File: config.mk
export PLATFORM = sky130hd
export DESIGN_NAME = psl_ram
export DESIGN_NICKNAME = d
export VERILOG_FILES = /design/src/rtl/psl_ram.sv
export SDC_FILE = /design/constraint.sdc
export NUM_CORES = 1
export LEC_CHECK = 0
export BUFFER_PORTS_ARGS = -buffer_cell sky130_fd_sc_hd__buf_2
export CORE_ASPECT_RATIO = 1.4
export CORE_MARGIN = 1.5
export CORE_UTILIZATION = 40
export DETAILED_ROUTE_END_ITERATION = 8
export PLACE_DENSITY = 0.56
export SLEW_MARGIN = 20
export SYNTH_ARGS = -nofsm -noshare
export SYNTH_HDL_FRONTEND = slang
export SYNTH_SLANG_ARGS = --single-unit
File: constraint.sdc
create_clock -name clock -period 2.34 [get_ports clock]
set_input_delay 0.468 -clock clock [delete_from_list [all_inputs] [get_ports clock]]
set_output_delay 0.468 -clock clock [all_outputs]
set_load 0.1 [all_outputs]
File: src/rtl/psl_ram.sv
// Simple dual-port synchronous RAM, one write and one registered read port.
// No dependencies.
module psl_ram #(
   parameter int WIDTH = 8,
   parameter int DEPTH = 16
) (
   input  logic                     clock,
   input  logic                     we,
   input  logic [$clog2(DEPTH)-1:0] waddr,
   input  logic [WIDTH-1:0]         wdata,
   input  logic [$clog2(DEPTH)-1:0] raddr,
   output logic [WIDTH-1:0]         rdata
);

   logic [WIDTH-1:0] mem [DEPTH];

   always_ff @(posedge clock) begin
      if (we) begin
         mem[waddr] <= wdata;
      end
      rdata <= mem[raddr];
   end

endmodule

## Word level (Yosys, flattened, before mapping)

Memories as Yosys holds them, arrays and structs flattened. A register that Yosys moved wholly into a read port is not among the register bits.
Cells that the tools add are included.

- Muxes and demuxes: 2

Operators by type and width:

| cell | number |
|---|---|
| 1-bit 2-to-1 mux | 2 |

- Register bits after elaboration: 0
- RAM bits: 128
- Word-level logic and storage cells: 3
- Memories: 1

Memories:

| memory | words | bits a word | read ports | clocked after memory_dff | write ports | RTL line | text |
|---|---|---|---|---|---|---|---|
| mem | 16 | 8 | 1 | 1 | 1 | 15 | `logic [WIDTH-1:0] mem [DEPTH];` |

## Logic depth before layout (Yosys ltp)

- Word-level depth: 2
- Gate-level depth with buffers: 5
- Mapped depth without buffers: 3

## Worst setup path before layout

Ideal clock, no wire load.

- Path type: input to register
- Start: input waddr[2]
- End: memory mem[0][0] (enable)
- Library setup time: 0.383 ns
- Arrival time: 1.578 ns
- Path slack: 0.379 ns
- Stages: 2
- Buffers on the path: 0
- Cells stage by stage: or3b_2 -> nor3_1

RTL lines:

| item | RTL line | text |
|---|---|---|
| start, declared | 9 | `input logic [$clog2(DEPTH)-1:0] waddr,` |
| end, declared | 15 |  |

No word-level cell before the write port.

## Worst setup path in the final report

- Start: register rdata[0], read port of mem
- End: output rdata[0]

RTL lines:

| item | RTL line | text |
|---|---|---|
| start, declared | 12 | `output logic [WIDTH-1:0] rdata` |

No word-level cell between the ends.

==> impl.org <==
** Worst setup path
- The critical path is of the reg -> out type.
- For this run, the slowest stage of the critical path takes 0.44 ns.
- The slowest stage of the critical path is the sky130_fd_sc_hd__buf_2 cell.
- Internal reg-to-reg setup slack :: 0.95 ns
- R2r endpoint :: rdata[2]
- Arrival @ worst endpoint :: 1.20 ns
- CP delay by family, top :: buffers and inverters
- Cell Chain, Critical Path :: buf_2
- Count of buffer and inverter cells on the critical path :: 1
- Reg-to-Reg Start :: mem[1][2]
- Category of the worst setup path launch point :: register
- Element type at the critical path end :: primary output
- Maximum net fanout on the critical path :: 1
- For the worst setup path, the data required time is 1.87 ns.
- Logic depth of the worst register-to-register path :: 3

** Floorplanning
- Die Ht :: 137 µm
- For this configuration, the core starts out at a cell density of 0.414.
- In this run the horizontal extent of the chip is 98.9 µm.
- Total die area :: 13,600 µm²
- # IOs :: 26
- The floorplan has 48 rows.
- Core Area :: 12,400 µm²

** STA
- Setup repair after global routing left no endpoint under its margin.
- WHS :: 0.441 ns
- Measured against its own limit, the worst slew margin works out to 0.554.
- Summed over all failing endpoints, the final setup total negative slack is 0 ns.
- Fin crit period :: 1.67 ns
- Clock skew after layout :: 0.00521 ns
- Setup violations remaining at the end of the flow were counted as 0.
- Final period util :: 0.714
- The final count of pins violating max slew is 0.
- Achievable clock frequency :: 0.598 GHz
- Final hold violations :: 0
- Pin slew with the least headroom to its limit :: 0.666 ns

** Drt
- Post-detailed-route count of antenna-violating nets :: 0
- First DRT Iteration DRCs :: 252
- Met3 Wirelength :: 487 µm
- The first detailed-routing pass took 6 iterations.
- Average detailed-routed wire length per instance :: 22.1 µm
- Total via count after detailed routing :: 2,372
- The routed design uses 5300 µm of met2 wire.
- Metal-1 WL :: 3890 µm
- Post-detailed-route via-to-cell ratio :: 5.32
- Uppermost layer routed :: met4
- The final layout contains routed wiring with a total length of 9850 µm.
- Detailed-route DRC error count :: 2

** Clock tree
- After clock tree synthesis, the clock-pin slew on the worst setup and hold paths is 0.06 ns.
- In this run, post-CTS repair resized a total of 0 instances.
- The clock tree synthesis step divided the H-tree into 4 levels.
- CTS root buffer :: sky130_fd_sc_hd__clkbuf_16
- Hold-fix buffers at CTS :: 0
- Post-CTS setup repair buffer count :: 0
- TritonCTS built the clock tree.
- No sink is reached through more buffers than the 2 on the longest clock path.
- Total number of clock tree sinks :: 136
- TritonCTS created 17 clock buffers.
- Latest clock arrival within the worst-skew pair :: 0.41 ns

** Synth
- The synthesized netlist occupies a cell area of 5150 µm².
- The number of nets in the synthesized netlist is 247.
- Count of flip-flops with a built-in enable after synthesis :: 128
- Each instance of the synthesized netlist takes up on average 22.5 µm².
- Area contributors post-synth :: sky130_fd_sc_hd__edfxtp_1, sky130_fd_sc_hd__mux4_2, sky130_fd_sc_hd__mux4_1, sky130_fd_sc_hd__dfxtp_1, sky130_fd_sc_hd__a22oi_1
- Most used standard cell by instance count after synthesis :: sky130_fd_sc_hd__edfxtp_1
- The commonest cells after synthesis are sky130_fd_sc_hd__edfxtp_1, sky130_fd_sc_hd__mux4_2, sky130_fd_sc_hd__a22oi_1, sky130_fd_sc_hd__mux4_1, sky130_fd_sc_hd__nor2_1.
- Share of flip-flops with an asynchronous set or reset :: 0
- Of the post-synthesis cell area, the dominant cell type holds 0.747.
- The share of the Yosys chip area taken by registers is 0.778.
- Counting every instance in the synthesized netlist gives 229.
- Warnings, synthesis :: 0
- Netlist cell types :: 19
- Dominant cell type by area after synthesis :: sky130_fd_sc_hd__edfxtp_1
- The synthesized design contains 136 register bits.
- Among all flip-flop cells after synthesis, the most frequent one is sky130_fd_sc_hd__edfxtp_1.

** Min path
- Startpoint of the most critical hold path :: wdata[5]
- Along the worst hold path, the cell count comes to 1.
- End of the worst hold path :: mem[4][5]
- The tightest min-delay check is of the in -> reg type.

** GRT
- The number of antenna violations at the first check in global routing came to 0.
- Final global-route overflow total :: 0
- The first global-routing pass estimated 15,200 µm of wire.
- The number of global-route vias before repair was 2,497.
- Maximum number of pins on one net before global-route repair :: 33
- For this run, the total global-route usage over all layers was measured as 0.163.

** Final layout
- Number of inserted diodes :: 0
- Proportion of layout cells with a drive suffix above 1 :: 0.318
- The area growth from synthesis to layout is 20.6%.
- For this run, the post-layout net count is 301.

** Pwr
- Of the total power, registers draw 0.454.
- Cell leakage power :: 0.00213 µW
- The internal power of the cells totals 4820 µW.
- Of the total power, the share spent switching nets is 0.202.
- Clock network fraction of total power :: 0.486
- Combinational share of power :: 0.061
- P_sw :: 1220 µW
- Maximum resistive drop on vdd :: 0.544 mV
- Power spread over the standard cell area amounts to 973 nW/µm².

** Placed design
- The count of buffers added on input and output ports is 25.
- Routability-driven placement finished with a final weighted congestion of 0.722.
- Detailed placement finished with a half-perimeter wire length of 6490 µm.

** Run
- Number of max-cap violations :: 0

** Run status
- The flow ran to the end, but the final reports show violations.
- Violated checks :: DRC
[per-layer routing]
layer  track usage  vias to the layer above
met4        0.0643                        0
li1              -                     1082
met5             0                        -
met1         0.189                     1222
met3        0.0518                       12
met2         0.284                       56
[kinds of logic after synthesis]
group | after synthesis | share of synthesized area
flops | 136 | 0.778
mux | 32 | 0.150
compound gates | 16 | 0.0233
simple gates | 35 | 0.0318
buf+inv | 10 | 0.0168
[registers in the layout, summed over array words and instances (netlist names)]
name,count
mem,128
rdata,8
[power groups by stage]
stage	combinational, µW	clock (µW)	sequential, µW
final	367	2930	2740
after global routing	390	3090	2750
after CTS	373	2980	2740
after detailed placement	373	0	2790
after global placement	366	0	2790
after floorplan	138	0	2900
[worst max-delay path by stage]
stage,from,to,slack [ns],cells after the start
floorplan,waddr[2],mem[0][0],0.38,2
global placement,raddr[0],rdata[1],0.42,5
detailed placement,raddr[0],rdata[2],0.37,5
CTS,rdata[0],rdata[0],0.64,1
global route,rdata[0],rdata[0],0.63,1
finish,rdata[0],rdata[0],0.67,1
[cells in the final DEF, fill, tap and decap left out, types with 6 or more instances in the layout]
cell,n
sky130_fd_sc_hd__nor2_1,13
sky130_fd_sc_hd__buf_2,25
sky130_fd_sc_hd__clkbuf_16,17
sky130_fd_sc_hd__mux4_2,18
sky130_fd_sc_hd__nand2_1,9
sky130_fd_sc_hd__dfxtp_1,8
sky130_fd_sc_hd__edfxtp_1,128
sky130_fd_sc_hd__buf_4,18
sky130_fd_sc_hd__a22oi_1,16
sky130_fd_sc_hd__bufinv_16,6
sky130_fd_sc_hd__mux4_1,14
[through the flow]
stage           util  cells  worst slack [ns]  instance area (µm²)  power [µW]
2_1_floorplan      -    229             0.379                 5150        3040
3_3_place_gp   0.446    414             0.415                 5550        3160
3_5_place_dp   0.446    414             0.372                 5550        3170
4_1_cts        0.499    446             0.641                 6210        6090
5_1_grt        0.499    446             0.628                 6210        6230
6_report       0.499    446             0.669                 6210        6040
[final cells by class]
cell class	count	area, µm²
clock buffers	18	429
multi-input cells	83	1060
repair buffers	45	300
well taps	150	188
flip-flops and latches	136	4000
fillers	1005	6220
clock inverters	14	229
Note: power is estimated with default switching activity, not from simulation.
